==> src/rtl/core/dct_pkg.sv <==
// ----------------------------------------------------------------------------
// dct_pkg
// Shared types, codes and character helpers for the doc comment tokenizer.
// ----------------------------------------------------------------------------
`timescale 1ns / 1ps
`default_nettype none

package dct_pkg;

  typedef logic [7:0] byte_t;
  typedef logic [1:0] tok_type_t;

  // token type codes
  localparam tok_type_t TT_END   = 2'd0;
  localparam tok_type_t TT_SYM   = 2'd1;
  localparam tok_type_t TT_IDENT = 2'd2;

  // scan phase codes (token mode)
  localparam logic [1:0] PH_IDLE    = 2'd0;
  localparam logic [1:0] PH_IDENT   = 2'd1;
  localparam logic [1:0] PH_OPSYM   = 2'd2;
  localparam logic [1:0] PH_OPPAREN = 2'd3;

  // marker progress codes (search mode)
  localparam logic [1:0] MP_NONE  = 2'd0;
  localparam logic [1:0] MP_SLASH = 2'd1;
  localparam logic [1:0] MP_STAR  = 2'd2;

  // keyword matching
  localparam logic [3:0] KW_LEN     = 4'd8;
  localparam logic [3:0] KW_NOMATCH = 4'd15;

  // result queue sizing
  localparam int RQ_DEPTH = 4;
  localparam int MAX_RES  = 3;

  // characters
  localparam byte_t CH_SPACE  = 8'h20;
  localparam byte_t CH_TAB    = 8'h09;
  localparam byte_t CH_LF     = 8'h0a;
  localparam byte_t CH_VT     = 8'h0b;
  localparam byte_t CH_FF     = 8'h0c;
  localparam byte_t CH_CR     = 8'h0d;
  localparam byte_t CH_SLASH  = 8'h2f;
  localparam byte_t CH_STAR   = 8'h2a;
  localparam byte_t CH_COLON  = 8'h3a;
  localparam byte_t CH_LPAREN = 8'h28;
  localparam byte_t CH_RPAREN = 8'h29;
  localparam byte_t CH_AMP    = 8'h26;
  localparam byte_t CH_UNDER  = 8'h5f;
  localparam byte_t CH_TILDE  = 8'h7e;
  localparam byte_t CH_LOW_O  = 8'h6f;

  // one result item
  typedef struct packed {
    byte_t     char_out;
    logic      token_start;
    logic      token_last;
    tok_type_t token_type;
  } res_t;

  // marker search step
  typedef struct packed {
    logic [1:0] prog;
    logic       hit;
  } srch_t;

  function automatic logic is_alpha(input byte_t c);
    return (c >= 8'h61 && c <= 8'h7a) || (c >= 8'h41 && c <= 8'h5a);
  endfunction

  function automatic logic is_cont(input byte_t c);
    return (c == CH_UNDER) || is_alpha(c) || (c >= 8'h30 && c <= 8'h39);
  endfunction

  function automatic logic is_opsym(input byte_t c);
    return (c == 8'h2b) || (c == 8'h2d) || (c == 8'h2a) || (c == 8'h2f) ||
           (c == 8'h25) || (c == 8'h5e) || (c == 8'h26) || (c == 8'h7c) ||
           (c == 8'h7e) || (c == 8'h21) || (c == 8'h3d) || (c == 8'h3c) ||
           (c == 8'h3e) || (c == 8'h5b) || (c == 8'h5d);
  endfunction

  // letters of "operator"
  function automatic byte_t kw_char(input logic [2:0] idx);
    byte_t c;
    unique case (idx)
      3'd0: c = 8'h6f;
      3'd1: c = 8'h70;
      3'd2: c = 8'h65;
      3'd3: c = 8'h72;
      3'd4: c = 8'h61;
      3'd5: c = 8'h74;
      3'd6: c = 8'h6f;
      3'd7: c = 8'h72;
    endcase
    return c;
  endfunction

  function automatic res_t mk_res(input byte_t ch, input logic st, input logic last,
                                  input tok_type_t tt);
    res_t r;
    r.char_out    = ch;
    r.token_start = st;
    r.token_last  = last;
    r.token_type  = tt;
    return r;
  endfunction

  function automatic srch_t search_step(input logic [1:0] prog, input byte_t b);
    srch_t s;
    s.hit = 1'b0;
    unique case (prog)
      MP_SLASH: s.prog = (b == CH_STAR) ? MP_STAR : ((b == CH_SLASH) ? MP_SLASH : MP_NONE);
      MP_STAR: begin
        s.prog = MP_NONE;
        s.hit  = (b == CH_COLON);
      end
      default: s.prog = (b == CH_SLASH) ? MP_SLASH : MP_NONE;
    endcase
    return s;
  endfunction

endpackage

`default_nettype wire

==> src/rtl/core/dct_in_if.sv <==
// ----------------------------------------------------------------------------
// dct_in_if
// Input byte channel of the doc comment tokenizer.
// ----------------------------------------------------------------------------
`timescale 1ns / 1ps
`default_nettype none

interface dct_in_if;
  logic            valid;
  logic            ready;
  logic            kind;
  dct_pkg::byte_t  char_in;
  logic            at_end;

  modport source (output valid, output kind, output char_in, output at_end, input ready);
  modport sink   (input valid, input kind, input char_in, input at_end, output ready);
endinterface

`default_nettype wire

==> src/rtl/core/dct_out_if.sv <==
// ----------------------------------------------------------------------------
// dct_out_if
// Token byte result channel of the doc comment tokenizer.
// ----------------------------------------------------------------------------
`timescale 1ns / 1ps
`default_nettype none

interface dct_out_if;
  logic                valid;
  logic                ready;
  dct_pkg::byte_t      char_out;
  logic                token_start;
  logic                token_last;
  dct_pkg::tok_type_t  token_type;

  modport source (output valid, output char_out, output token_start, output token_last,
                  output token_type, input ready);
  modport sink   (input valid, input char_out, input token_start, input token_last,
                  input token_type, output ready);
endinterface

`default_nettype wire

==> src/rtl/core/doc_comment_tokenizer_top.sv <==
// ----------------------------------------------------------------------------
// doc_comment_tokenizer_top
// Byte-stream tokenizer for slash-star-colon doc comments.
// ----------------------------------------------------------------------------
// Takes one source byte per item on in_chan and emits token bytes on out_chan,
// each tagged with start/last flags and a type (end, symbol, identifier). In
// search mode bytes are dropped until the slash-star-colon marker, which comes
// out as a three-byte symbol token. In token mode one byte is held back as
// lookahead, so a token byte leaves one item after it arrives; an end-of-input
// item flushes the held byte and adds an end token. Each input item is resolved
// in the cycle it is accepted and its zero to three result items are written
// into a four-entry result queue that drains one item per cycle while out_chan
// is ready. Input is taken every cycle while at least three queue entries are
// free, so with a ready output the sustained rate is one input item per cycle
// when each produces at most one result; otherwise the rate is set by the
// single output port of the result queue.
`timescale 1ns / 1ps
`default_nettype none

module doc_comment_tokenizer_top (
  input  wire logic clk,
  input  wire logic rst_n,
  dct_in_if.sink    in_chan,
  dct_out_if.source out_chan
);
  import dct_pkg::*;

  localparam int RQ_AW = $clog2(RQ_DEPTH);
  localparam int RQ_CW = $clog2(RQ_DEPTH + 1);

  // tokenizer state
  byte_t      held_byte_r, held_byte_nxt;
  logic       held_valid_r, held_valid_nxt;
  logic       alb_r, alb_nxt;
  logic [1:0] phase_r, phase_nxt;
  logic [3:0] kw_r, kw_nxt;
  logic [1:0] mp_r, mp_nxt;

  // result queue
  res_t             rq_mem [RQ_DEPTH];
  logic [RQ_AW-1:0] wr_ptr_r, rd_ptr_r;
  logic [RQ_CW-1:0] cnt_r;

  logic       in_acc, out_pop;
  res_t       step_res [MAX_RES];
  logic [1:0] step_n;

  // lookahead predicates, invalid on an end item
  logic pk_ok, p_cont, p_opsym, p_lparen, p_rparen, p_slash, p_star, p_amp, p_colon;

  // resolve results for the held byte
  res_t       rv_res0, rv_res1;
  logic [1:0] rv_n;
  logic [1:0] rv_phase;
  logic [3:0] rv_kw, kw_up;
  logic       rv_alb, rv_took;

  srch_t s_held, s_cur;

  assign in_chan.ready = (cnt_r <= RQ_CW'(RQ_DEPTH - MAX_RES));
  assign in_acc        = in_chan.valid && in_chan.ready;
  assign out_pop       = out_chan.valid && out_chan.ready;

  assign pk_ok    = !in_chan.at_end;
  assign p_cont   = pk_ok && is_cont(in_chan.char_in);
  assign p_opsym  = pk_ok && is_opsym(in_chan.char_in);
  assign p_lparen = pk_ok && (in_chan.char_in == CH_LPAREN);
  assign p_rparen = pk_ok && (in_chan.char_in == CH_RPAREN);
  assign p_slash  = pk_ok && (in_chan.char_in == CH_SLASH);
  assign p_star   = pk_ok && (in_chan.char_in == CH_STAR);
  assign p_amp    = pk_ok && (in_chan.char_in == CH_AMP);
  assign p_colon  = pk_ok && (in_chan.char_in == CH_COLON);

  // keyword progress for a held identifier byte
  assign kw_up = ((kw_r < KW_LEN) && (held_byte_r == kw_char(kw_r[2:0]))) ?
                 (kw_r + 4'd1) : KW_NOMATCH;

  // resolve the held byte against the lookahead
  always_comb begin
    rv_n     = 2'd0;
    rv_res0  = '0;
    rv_res1  = '0;
    rv_phase = phase_r;
    rv_kw    = kw_r;
    rv_alb   = alb_r;
    rv_took  = 1'b0;
    unique case (phase_r)
      PH_IDENT: begin
        rv_kw = kw_up;
        rv_n  = 2'd1;
        if (p_cont) begin
          rv_res0 = mk_res(held_byte_r, 1'b0, 1'b0, TT_IDENT);
        end else if (kw_up == KW_LEN && p_lparen) begin
          rv_res0  = mk_res(held_byte_r, 1'b0, 1'b0, TT_IDENT);
          rv_phase = PH_OPPAREN;
        end else if (kw_up == KW_LEN && p_opsym) begin
          rv_res0  = mk_res(held_byte_r, 1'b0, 1'b0, TT_IDENT);
          rv_phase = PH_OPSYM;
        end else begin
          rv_res0  = mk_res(held_byte_r, 1'b0, 1'b1, TT_IDENT);
          rv_phase = PH_IDLE;
        end
      end
      PH_OPSYM: begin
        rv_n = 2'd1;
        if (p_opsym) begin
          rv_res0 = mk_res(held_byte_r, 1'b0, 1'b0, TT_IDENT);
        end else begin
          rv_res0  = mk_res(held_byte_r, 1'b0, 1'b1, TT_IDENT);
          rv_phase = PH_IDLE;
        end
      end
      PH_OPPAREN: begin
        rv_n = 2'd1;
        if (p_cont || p_star || p_amp) begin
          rv_res0 = mk_res(held_byte_r, 1'b0, 1'b0, TT_IDENT);
        end else if (p_rparen) begin
          rv_n     = 2'd2;
          rv_res0  = mk_res(held_byte_r, 1'b0, 1'b0, TT_IDENT);
          rv_res1  = mk_res(in_chan.char_in, 1'b0, 1'b1, TT_IDENT);
          rv_took  = 1'b1;
          rv_phase = PH_IDLE;
        end else begin
          rv_res0  = mk_res(held_byte_r, 1'b0, 1'b1, TT_IDENT);
          rv_phase = PH_IDLE;
        end
      end
      PH_IDLE: begin
        // blanks, line breaks, leading slashes and leading stars not followed by a slash are dropped
        priority if (held_byte_r == CH_SPACE || held_byte_r == CH_TAB ||
                     held_byte_r == CH_FF || held_byte_r == CH_VT) begin
          rv_n = 2'd0;
        end else if (held_byte_r == CH_LF || held_byte_r == CH_CR) begin
          rv_alb = 1'b1;
        end else if (held_byte_r == CH_STAR && alb_r && !p_slash) begin
          rv_n = 2'd0;
        end else if (held_byte_r == CH_SLASH && alb_r) begin
          rv_n = 2'd0;
        end else begin
          rv_alb = 1'b0;
          rv_n   = 2'd1;
          if (held_byte_r == CH_UNDER || held_byte_r == CH_TILDE || is_alpha(held_byte_r))
          begin
            rv_kw = (held_byte_r == CH_LOW_O) ? 4'd1 : KW_NOMATCH;
            if (p_cont) begin
              rv_res0  = mk_res(held_byte_r, 1'b1, 1'b0, TT_IDENT);
              rv_phase = PH_IDENT;
            end else begin
              rv_res0 = mk_res(held_byte_r, 1'b1, 1'b1, TT_IDENT);
            end
          end else if ((held_byte_r == CH_STAR && p_slash) ||
                       (held_byte_r == CH_COLON && p_colon) ||
                       (held_byte_r == CH_LPAREN && p_rparen)) begin
            rv_n    = 2'd2;
            rv_res0 = mk_res(held_byte_r, 1'b1, 1'b0, TT_SYM);
            rv_res1 = mk_res(in_chan.char_in, 1'b0, 1'b1, TT_SYM);
            rv_took = 1'b1;
          end else begin
            rv_res0 = mk_res(held_byte_r, 1'b1, 1'b1, TT_SYM);
          end
        end
      end
    endcase
  end

  // marker search over the held byte, then the new byte
  assign s_held = search_step(mp_r, held_byte_r);
  assign s_cur  = search_step((held_valid_r ? s_held.prog : mp_r), in_chan.char_in);

  // next state and result items for an accepted item
  always_comb begin
    held_byte_nxt  = held_byte_r;
    held_valid_nxt = held_valid_r;
    alb_nxt        = alb_r;
    phase_nxt      = phase_r;
    kw_nxt         = kw_r;
    mp_nxt         = mp_r;
    step_n         = 2'd0;
    for (int i = 0; i < MAX_RES; i++) begin
      step_res[i] = '0;
    end
    if (in_acc) begin
      if (!in_chan.kind) begin
        // search mode
        alb_nxt   = 1'b0;
        phase_nxt = PH_IDLE;
        kw_nxt    = 4'd0;
        if (in_chan.at_end) begin
          held_valid_nxt = 1'b0;
          mp_nxt         = MP_NONE;
          step_n         = 2'd1;
          step_res[0]    = mk_res(8'd0, 1'b1, 1'b1, TT_END);
        end else if (held_valid_r && s_held.hit) begin
          step_n         = 2'd3;
          step_res[0]    = mk_res(CH_SLASH, 1'b1, 1'b0, TT_SYM);
          step_res[1]    = mk_res(CH_STAR, 1'b0, 1'b0, TT_SYM);
          step_res[2]    = mk_res(CH_COLON, 1'b0, 1'b1, TT_SYM);
          held_byte_nxt  = in_chan.char_in;
          held_valid_nxt = 1'b1;
          mp_nxt         = s_held.prog;
        end else begin
          held_valid_nxt = 1'b0;
          mp_nxt         = s_cur.prog;
          if (s_cur.hit) begin
            step_n      = 2'd3;
            step_res[0] = mk_res(CH_SLASH, 1'b1, 1'b0, TT_SYM);
            step_res[1] = mk_res(CH_STAR, 1'b0, 1'b0, TT_SYM);
            step_res[2] = mk_res(CH_COLON, 1'b0, 1'b1, TT_SYM);
          end
        end
      end else begin
        // token mode
        mp_nxt = MP_NONE;
        if (in_chan.at_end) begin
          held_valid_nxt = 1'b0;
          phase_nxt      = PH_IDLE;
          alb_nxt        = 1'b0;
          kw_nxt         = 4'd0;
          if (held_valid_r && rv_n != 2'd0) begin
            step_n      = 2'd2;
            step_res[0] = rv_res0;
            step_res[1] = mk_res(8'd0, 1'b1, 1'b1, TT_END);
          end else begin
            step_n      = 2'd1;
            step_res[0] = mk_res(8'd0, 1'b1, 1'b1, TT_END);
          end
        end else if (!held_valid_r) begin
          held_byte_nxt  = in_chan.char_in;
          held_valid_nxt = 1'b1;
        end else begin
          step_n      = rv_n;
          step_res[0] = rv_res0;
          step_res[1] = rv_res1;
          phase_nxt   = rv_phase;
          kw_nxt      = rv_kw;
          alb_nxt     = rv_alb;
          if (rv_took) begin
            held_valid_nxt = 1'b0;
          end else begin
            held_byte_nxt  = in_chan.char_in;
            held_valid_nxt = 1'b1;
          end
        end
      end
    end
  end

  // state registers
  always_ff @(posedge clk) begin
    if (!rst_n) begin
      held_valid_r <= 1'b0;
      alb_r        <= 1'b0;
      phase_r      <= PH_IDLE;
      kw_r         <= 4'd0;
      mp_r         <= MP_NONE;
    end else begin
      held_valid_r <= held_valid_nxt;
      alb_r        <= alb_nxt;
      phase_r      <= phase_nxt;
      kw_r         <= kw_nxt;
      mp_r         <= mp_nxt;
    end
  end

  always_ff @(posedge clk) begin
    held_byte_r <= held_byte_nxt;
  end

  // result queue storage, pointers wrap at the power-of-two depth
  always_ff @(posedge clk) begin
    for (int i = 0; i < MAX_RES; i++) begin
      if (2'(i) < step_n) begin
        rq_mem[wr_ptr_r + RQ_AW'(i)] <= step_res[i];
      end
    end
  end

  // result queue control
  always_ff @(posedge clk) begin
    if (!rst_n) begin
      wr_ptr_r <= '0;
      rd_ptr_r <= '0;
      cnt_r    <= '0;
    end else begin
      wr_ptr_r <= wr_ptr_r + RQ_AW'(step_n);
      rd_ptr_r <= rd_ptr_r + RQ_AW'(out_pop);
      cnt_r    <= cnt_r + RQ_CW'(step_n) - RQ_CW'(out_pop);
    end
  end

  assign out_chan.valid       = (cnt_r != '0);
  assign out_chan.char_out    = rq_mem[rd_ptr_r].char_out;
  assign out_chan.token_start = rq_mem[rd_ptr_r].token_start;
  assign out_chan.token_last  = rq_mem[rd_ptr_r].token_last;
  assign out_chan.token_type  = rq_mem[rd_ptr_r].token_type;

  // queue never holds more than its depth
  a_rq_bound: assert property (@(posedge clk) disable iff (!rst_n)
    cnt_r <= RQ_CW'(RQ_DEPTH))
    else $error("result queue overflow");

  // an end token is a single closed item
  a_end_shape: assert property (@(posedge clk) disable iff (!rst_n)
    (out_chan.valid && out_chan.token_type == TT_END) |->
      (out_chan.token_start && out_chan.token_last && out_chan.char_out == 8'd0))
    else $error("malformed end token");

  // end of input leaves no lookahead and no open token
  a_end_clears: assert property (@(posedge clk) disable iff (!rst_n)
    (in_acc && in_chan.at_end) |=> (!held_valid_r && phase_r == PH_IDLE && mp_r == MP_NONE))
    else $error("state not cleared after end of input");

  // search mode keeps token state idle
  a_search_idle: assert property (@(posedge clk) disable iff (!rst_n)
    (in_acc && !in_chan.kind) |=> (phase_r == PH_IDLE && kw_r == 4'd0 && !alb_r))
    else $error("token state active in search mode");

endmodule

`default_nettype wire
==> src/flat_wrapper.sv <==
// flat-port wrapper written by rule: the top's interface ports become plain ports
module doc_comment_tokenizer_top_flat import dct_pkg::*;
  (clk, rst_n, in_chan_valid, in_chan_kind, in_chan_char_in, in_chan_at_end, in_chan_ready, out_chan_valid, out_chan_char_out, out_chan_token_start, out_chan_token_last, out_chan_token_type, out_chan_ready);
  dct_in_if in_chan_i ();
  dct_out_if out_chan_i ();
  input  wire logic clk;
  input  wire logic rst_n;
  input wire logic [$bits(in_chan_i.valid)-1:0] in_chan_valid;
  input wire logic [$bits(in_chan_i.kind)-1:0] in_chan_kind;
  input wire logic [$bits(in_chan_i.char_in)-1:0] in_chan_char_in;
  input wire logic [$bits(in_chan_i.at_end)-1:0] in_chan_at_end;
  output wire logic [$bits(in_chan_i.ready)-1:0] in_chan_ready;
  output wire logic [$bits(out_chan_i.valid)-1:0] out_chan_valid;
  output wire logic [$bits(out_chan_i.char_out)-1:0] out_chan_char_out;
  output wire logic [$bits(out_chan_i.token_start)-1:0] out_chan_token_start;
  output wire logic [$bits(out_chan_i.token_last)-1:0] out_chan_token_last;
  output wire logic [$bits(out_chan_i.token_type)-1:0] out_chan_token_type;
  input wire logic [$bits(out_chan_i.ready)-1:0] out_chan_ready;
  assign in_chan_i.valid = in_chan_valid;
  assign in_chan_i.kind = in_chan_kind;
  assign in_chan_i.char_in = in_chan_char_in;
  assign in_chan_i.at_end = in_chan_at_end;
  assign in_chan_ready = in_chan_i.ready;
  assign out_chan_valid = out_chan_i.valid;
  assign out_chan_char_out = out_chan_i.char_out;
  assign out_chan_token_start = out_chan_i.token_start;
  assign out_chan_token_last = out_chan_i.token_last;
  assign out_chan_token_type = out_chan_i.token_type;
  assign out_chan_i.ready = out_chan_ready;
  doc_comment_tokenizer_top u_core (.clk(clk), .rst_n(rst_n), .in_chan(in_chan_i), .out_chan(out_chan_i));
endmodule
==> config.mk <==
export PLATFORM = sky130hd
export DESIGN_NAME = doc_comment_tokenizer_top_flat
export DESIGN_NICKNAME = d
export VERILOG_FILES = /design/src/rtl/core/dct_pkg.sv /design/src/rtl/core/dct_in_if.sv /design/src/rtl/core/dct_out_if.sv /design/src/rtl/core/doc_comment_tokenizer_top.sv /design/src/flat_wrapper.sv
export SDC_FILE = /design/constraint.sdc
export NUM_CORES = 1
export LEC_CHECK = 0
export ABC_AREA = 1
export BUFFER_PORTS_ARGS = -buffer_cell sky130_fd_sc_hd__buf_2
export CAP_MARGIN = 20
export CORE_MARGIN = 5
export CORE_UTILIZATION = 45
export CTS_BUF_LIST = sky130_fd_sc_hd__clkbuf_4 sky130_fd_sc_hd__clkbuf_8 sky130_fd_sc_hd__clkbuf_16
export DETAILED_ROUTE_END_ITERATION = 16
export HOLD_SLACK_MARGIN = 0.06
export REMOVE_ABC_BUFFERS = 1
export SYNTH_ARGS = -nofsm -noshare
export SYNTH_HDL_FRONTEND = slang
export SYNTH_SLANG_ARGS = --single-unit
==> constraint.sdc <==
create_clock -name clk -period 3.24 [get_ports clk]
set_input_delay 0.486 -clock clk [delete_from_list [all_inputs] [get_ports clk]]
set_output_delay 0.486 -clock clk [all_outputs]
set_load 0.005 [all_outputs]
==> results of run 1 <==
-- cell families after synthesis --
group	count (synthesis)
AND/OR/NAND/NOR	450
AO/OA/AOI/OAI	140
buffers and inverters	126
flip-flops	78
adder cells (fa/ha/maj)	18
XOR/XNOR	5
-- worst min path at each step --
stage                        start               endpoint  slack, ns  cells past startpoint
2_1_floorplan  u_core.rq_mem[2][3]    u_core.rq_mem[2][3]       0.41                      2
3_3_place_gp   u_core.rq_mem[2][3]    u_core.rq_mem[2][3]       0.43                      2
3_5_place_dp   u_core.rq_mem[2][3]    u_core.rq_mem[2][3]       0.43                      2
4_1_cts         in_chan_char_in[4]  u_core.held_byte_r[4]       0.37                      1
5_1_grt         in_chan_char_in[4]  u_core.held_byte_r[4]       0.38                      1
6_report        in_chan_char_in[4]  u_core.held_byte_r[4]       0.38                      1
-- layer usage --
layer	up-vias	track usage, %
li1	2924	-
met2	178	43.2
met1	2693	28.1
met3	36	4.49
met5	-	0
met4	0	9.70
-- cells in the final DEF, fill, tap and decap left out, types with 3 or more instances in the layout --
| cell type | count |
|---|---|
| buf_6 | 3 |
| buf_4 | 104 |
| nand2_2 | 22 |
| o211ai_1 | 9 |
| nand3b_1 | 5 |
| clkbuf_8 | 3 |
| nand2_4 | 5 |
| nor2_1 | 93 |
| clkbuf_16 | 9 |
| nand4_1 | 13 |
| nand3_2 | 6 |
| dfxtp_1 | 46 |
| o22ai_1 | 8 |
| ha_1 | 15 |
| buf_2 | 27 |
| nor3_1 | 10 |
| o21ai_0 | 54 |
| xnor2_1 | 3 |
| o21ai_1 | 14 |
| a211oi_1 | 3 |
| nor2_2 | 8 |
| edfxtp_1 | 32 |
| nand2_1 | 207 |
| inv_2 | 14 |
| nand3_1 | 62 |
| inv_1 | 88 |
| a21oi_1 | 41 |
| nor2_4 | 11 |
-- area by class of cell --
class | instances | share of cell area (%)
multi-input cells | 613 | 46.4
flip-flops and latches | 78 | 27.1
repair buffers | 135 | 14.0
inverters | 104 | 5.66
clock buffers | 13 | 3.95
well taps | 147 | 2.65
clock inverters | 3 | 0.271
-- stage by stage --
stage	setup TNS, ns	hold slack [ns]	std cells	total power [W]
after floorplan	0	0.414	795	0.00210
after global placement	-0.0675	0.427	1070	0.00258
after detailed placement	-0.119	0.432	1070	0.00261
after CTS	0	0.372	1087	0.00360
after global routing	-0.0377	0.379	1093	0.00389
final	0	0.385	1093	0.00364
-- state kept, by name, summed over array words and instances, names as in the netlist, 2 cells and up, named ones only --
| name | flops |
|---|---|
| u_core.rq_mem | 48 |
| u_core.held_byte_r | 8 |
| u_core.kw_r | 4 |
| u_core.cnt_r | 3 |
| u_core.mp_r | 2 |
| u_core.phase_r | 2 |
| u_core.rd_ptr_r | 2 |
| u_core.wr_ptr_r | 2 |
-- power by group through the flow --
stage	clock, W	sequential, W	combinational [W]
6_report	0.000989	0.00130	0.00135
5_1_grt	0.00105	0.00132	0.00152
4_1_cts	0.00101	0.00130	0.00130
3_5_place_dp	0	0.00132	0.00129
3_3_place_gp	0	0.00131	0.00127
2_1_floorplan	0	0.00132	0.000779
-- timing repair --
action                     CTS  global route
gates resized for setup      1            40
buffers inserted             1             6
cloned                       0             0
pin swaps                    0            19
setup endpoints to repair    1            13
hold endpoints to repair     0             0
==> metrics, run 1 <==
final setup margin=0.0899 ns; max layer used=met4; GPL Wtd Cong=0.959; largest family of logic cells by synthesized area=simple AND/OR/NAND/NOR gates; Die Wd=120 microns; min-delay worst type=input pin to register; CP cell instances=buf_6 -> nand2_2 -> buf_4 -> inv_1 -> nand2_1 -> nand2_1 -> nand2_1 -> nand2_2 -> inv_1 -> nand2_2 -> nor2_4 -> nand2_2 -> nand2_1 -> nand2_2 -> buf_4 -> a21oi_4 -> nand2_4 -> inv_4 -> ha_1 -> inv_1 -> fa_2 -> xor2_2 -> or2_4 -> a21oi_2; post-synthesis cell type count=45; FF-to-FF setup slack=0.09 ns; register area share after synthesis=34.4%; Ys Warns=0; sw power=0.00131 W; first-pass GRT wire length=27.5 mm; Core ar.=0.0120 sq mm; htree depth=3; antenna fix cells=0; Syn Area/Cell=6.69 sq um; Peak VDD IR=0.260 mV; Routed WL=17.0 mm; Final HPWL DP=13.6 mm; reg2reg path depth=24; Wirelength per Cell=15.6 microns; Yosys reg bits=78; final worst path period need=3.15 ns; mux share of post-synthesis cell area=0%; Crit. End Element=register; detailed-route via count=5831; drt first pass iters=5; post-synthesis xor/xnor area fraction=0.801%; antenna violations before repair=0; Yosys top cell by area=edfxtp_1; Routed met2 length=8.55 mm; I/O Pins=28; DR vias/cell=5.33; crit path DAT=3.43 ns; CP Launch Point=u_core.held_byte_r[3]; detailed-route DRC error count=0; CTS Hold Bufs=0; maximum buffer depth of the clock tree=2; list of most frequent post-synthesis cells=nand2_1 (216), nor2_1 (101), inv_1 (89); PortBufs=27; critical path class=register to register; DR iter-0 viols=402; R2R Path Start=u_core.held_byte_r[3]; Slew headroom=45.9%; leak pwr=3.43 nW; post-synthesis adder-cell area fraction=4.26%; die area=0.0145 sq mm; main flop type after synthesis=dfxtp_1; r2r endpoint=u_core.cnt_r[2]; period utilisation layout=97.2%; antenna-violating nets left=0; top-count cell post-synth=nand2_1; Comb pwr share=37.1%; register area=0.00188 sq mm; pin count of the biggest net entering global routing=30; slowest CP cell=edfxtp_1; WL met1=7.24 mm; Pwr per Cell Area=525 mW/mm^2; Clock power frac=27.2%; # fillers=1178; Post-DP Area=0.00645 sq mm; metal3 WL=771 microns; Nets=973; all-layer global routing usage=24.0%; area delta synth->final=26.9%; DIE HEIGHT=120 microns; skew final=0.00517 ns; remaining global-route overflow=0; crit-path most repeated cell=nand2_2; share of cells above drive strength 1=24.5%; pre-CTS WS=-0.119 ns; CP peak stage delay=0.46 ns; critical path depth=24; fin util=58.0%; Seq pwr share=35.7%; Slew Viols, Final=0; Synth Area in Compound Gates=14.2%; simple logic cell fraction of the synthesized area=37.1%; Cells after Synth=817; floorplan row count=40; clk root buf=clkbuf_16; Setup-failing EPs final=0; run status=completed; Internal Pwr Total=0.00233 W; Critical Path RT=3.52 ns; worst skew pair latency=0.35 ns; worst setup path end=u_core.cnt_r[2]; crit path launch type=register; vias in the first global route=5627; synth top area cells=edfxtp_1 (18%), dfxtp_1 (17%), nand2_1 (15%); top-area cell type share of the netlist area=17.6%; Switching Share=36.0%; Hold Violations, Final=0; Reg clk slew, reported paths=0.06 ns; Async SR Flop Fraction=0%; Post-synth EDFFs=32; Max-cap violations=0; Tightest Pin Transition=0.811 ns; footprint of the multi-input gates=0.00322 sq mm; TritonCTS clock tree=done; CP Max Fanout=4; Top Family by Delay on Critical Path=simple AND/OR/NAND/NOR gates; Worst Path Buf+Inv=7; Initial Utilization=45.7%; upper clock frequency limit=0.317 GHz; post-route cell area=0.00694 sq mm; CTS Sinks=78; total CTS buffers=9; synthesized cell area=0.00547 sq mm
(Power assumes the default switching activity.)
==> run 2, diff against run 1 <==
- ABC_AREA: 1 -> not set
==> run 2 against run 1 <==
Compared with the run above:
- routed wire length down 1.4%
- flip-flop and latch count unchanged
- die area down 2.3%
- critical endpoint unchanged
- highest routed layer unchanged
==> metrics, run 2 <==
Initial Utilization=46.3% (+0.55 points); Die Wd=119 microns (-1.2%); DR vias/cell=6.04 (+13%); final non-filler cell total=853 (-22%); antenna-violating nets left=0 (unchanged); Crit. End Element=register; Largest regs=u_core.rq_mem: 48 flops, u_core.held_byte_r: 8 flops, u_core.kw_r: 4 flops; DR iter-0 viols=385 (-4.2%); critical path class=register to register; Pwr per Cell Area=456 mW/mm^2 (-13%); drt first pass iters=5 (unchanged); worst skew pair latency=0.35 ns (about the same); first-pass GRT wire length=27.1 mm (-1.6%); top-count cell post-synth=nand2_1; fin util=60.9% (+2.9 points); share of cells above drive strength 1=34.8% (+10 points); Wirelength per Cell=19.7 microns (+26%); all-layer global routing usage=24.1% (+0.11 points); post-synthesis cell type count=79 (+76%); worst hold start=in_chan_char_in[7]; reg2reg path depth=18 (-25%); Routed WL=16.8 mm (-1.4%); Peak VDD IR=0.333 mV (+28%); synthesized cell area=0.00533 sq mm (-2.6%); CTS Hold Bufs=0 (unchanged); Hold Path End=u_core.held_byte_r[7]; detailed-route DRC error count=0 (unchanged); register area share after synthesis=35.3% (+0.91 points); die area=0.0141 sq mm (-2.3%); run status=completed; GPL Wtd Cong=0.941 (-1.8%); Max-cap violations=0 (unchanged); TritonCTS clock tree=done; DIE HEIGHT=119 microns (-1.2%); floorplan row count=39 (-2.5%); period utilisation layout=99.1% (+1.8 points); htree depth=3 (unchanged); Reg clk slew, reported paths=0.06 ns (about the same); detailed-route via count=5155 (-12%); Syn Area/Cell=9.23 sq um (+38%); Slew Viols, Final=0 (unchanged); leak pwr=2.72 nW (-21%); I/O Pins=28 (unchanged); clk root buf=clkbuf_16; worst hold slack=0.470 ns (+0.0854 ns); r2r endpoint=u_core.cnt_r[2]; CTS Sinks=78 (unchanged); R2R Path Start=u_core.held_byte_r[4]; total CTS buffers=9 (unchanged); Post-synth EDFFs=32 (unchanged); antenna violations before repair=0 (unchanged); antenna fix cells=0 (unchanged); Core ar.=0.0115 sq mm (-3.7%); FF-to-FF setup slack=0.03 ns (-0.06 ns); Biggest register=u_core.rq_mem; Critical Path RT=3.49 ns (-0.03 ns); PortBufs=27 (unchanged); Nets=737 (-24%); Yosys top cell by area=edfxtp_1; area delta synth->final=31.6%; Tightest Pin Transition=0.739 ns (-0.0719 ns); pin count of the biggest net entering global routing=21 (-30%); CP Launch Point=u_core.held_byte_r[4]; final worst path period need=3.21 ns (+0.0594 ns); top-area cell type share of the netlist area=18.0% (+0.46 points); Ys Warns=0 (unchanged); Hold Violations, Final=0 (unchanged); skew final=0.00544 ns (+0.000266 ns); max FFs per register=48 (unchanged); RSZ-0062 raised after global routing=true; upper clock frequency limit=0.312 GHz (-1.9%); Cells after Synth=577 (-29%); maximum buffer depth of the clock tree=2 (unchanged); Placed Cells incl. Taps=826 (-23%); Setup-failing EPs final=0 (unchanged); commonest non-fill, non-tap cell in the layout=buf_4; crit path DAT=3.46 ns (+0.03 ns); CP Max Fanout=3 (-1); Yosys reg bits=78 (unchanged); # fillers=996 (-15%); crit path launch type=register; most frequent cells in the layout=buf_4 (115), dfxtp_1 (46), nand2_1 (45); synth top area cells=edfxtp_1 (18%), dfxtp_1 (17%), mux4_2 (5.1%); min-delay worst type=input pin to register; remaining global-route overflow=0 (unchanged); Final HPWL DP=13.0 mm (-4.7%); Async SR Flop Fraction=0% (unchanged); list of most frequent post-synthesis cells=nand2_1 (47), dfxtp_1 (46), a21oi_1 (39); setup TNS=0 ns (unchanged); main flop type after synthesis=dfxtp_1; vias in the first global route=5055 (-10%); WHS Path Cells=2 (+1); Slew headroom=50.6% (+4.8 points)
==> run 2: routing by layer <==
layer	wire length [microns]	up-vias	share of wire, %	global-route usage (%)
li1	-	2459	-	-
met1	6920	2491	41	29.6
met2	8440	166	50	42.5
met3	942	39	5.6	4.25
met4	499	0	3.0	8.47
met5	0	-	0	0
==> run 2: through the flow <==
stage	setup slack [ns]	area [sq um]	power [W]
2_1_floorplan	-0.788	5190	0.00181
3_3_place_gp	-0.209	6380	0.00221
3_5_place_dp	-0.277	6380	0.00223
4_1_cts	-0.0612	6810	0.00319
5_1_grt	-0.111	7010	0.00337
6_report	0.0305	7010	0.00320
==> run 2: cell families (layout without fill, tap and decap cells) <==
kind of cell	count (synthesis)	count (layout)	synth area share [%]
AOI/OAI and AO/OA	177	177	24.3
and+or+nand+nor	206	206	21.6
xor gates and xnor gates	11	11	1.81
adders and majority gates	18	18	4.37
DFF	78	78	35.3
buffers and inverters	59	192	4.35
muxes	28	28	8.20
==> run 2: how the worst max path moves through the flow <==
stage / to / cells after the start
2_1_floorplan: u_core.cnt_r[2] / 14
3_3_place_gp: u_core.cnt_r[2] / 12
3_5_place_dp: u_core.cnt_r[2] / 12
4_1_cts: u_core.cnt_r[2] / 12
5_1_grt: u_core.cnt_r[2] / 18
6_report: u_core.cnt_r[2] / 18
==> run 2: worst max-delay path, stage by stage, from the launching register on <==
cell and delay [ns]:
edfxtp_1 0.41, nor4b_2 0.33, buf_4 0.17, nand2_1 0.06
a21o_1 0.21, a31o_4 0.23, inv_2 0.06, ha_4 0.15
a21oi_4 0.06, a21oi_2 0.16, buf_4 0.15, o211ai_4 0.09
inv_4 0.08, ha_1 0.13, inv_1 0.05, fa_2 0.33
xor2_1 0.16, xnor2_1 0.12, and2_1 0.15
==> run 2: final cells by class <==
cell class / instances / area [sq um] / share of cell area (%)
Clock buffer: 9 / 225 / 3.21
Clock inverter: 7 / 47.5 / 0.678
Inverter: 26 / 100 / 1.43
Multi-Input combinational cell: 440 / 3460 / 49.4
Sequential cell: 78 / 1880 / 26.8
Tap cell: 143 / 179 / 2.55
Timing Repair Buffer: 150 / 1110 / 15.9
==> run 2: where the power goes <==
part	internal [W]	switching, W	leakage (nW)
sequential	0.00116	0.000120	0.665
combinational	0.000483	0.000502	1.92
clock	0.000519	0.000420	0.130
total	0.00216	0.00104	2.72
==> run 2: repair_timing <==
action                     CTS  global route
buffers inserted             5             6
pin swaps                    9            14
resized for setup           28            32
setup endpoints to repair   65            70
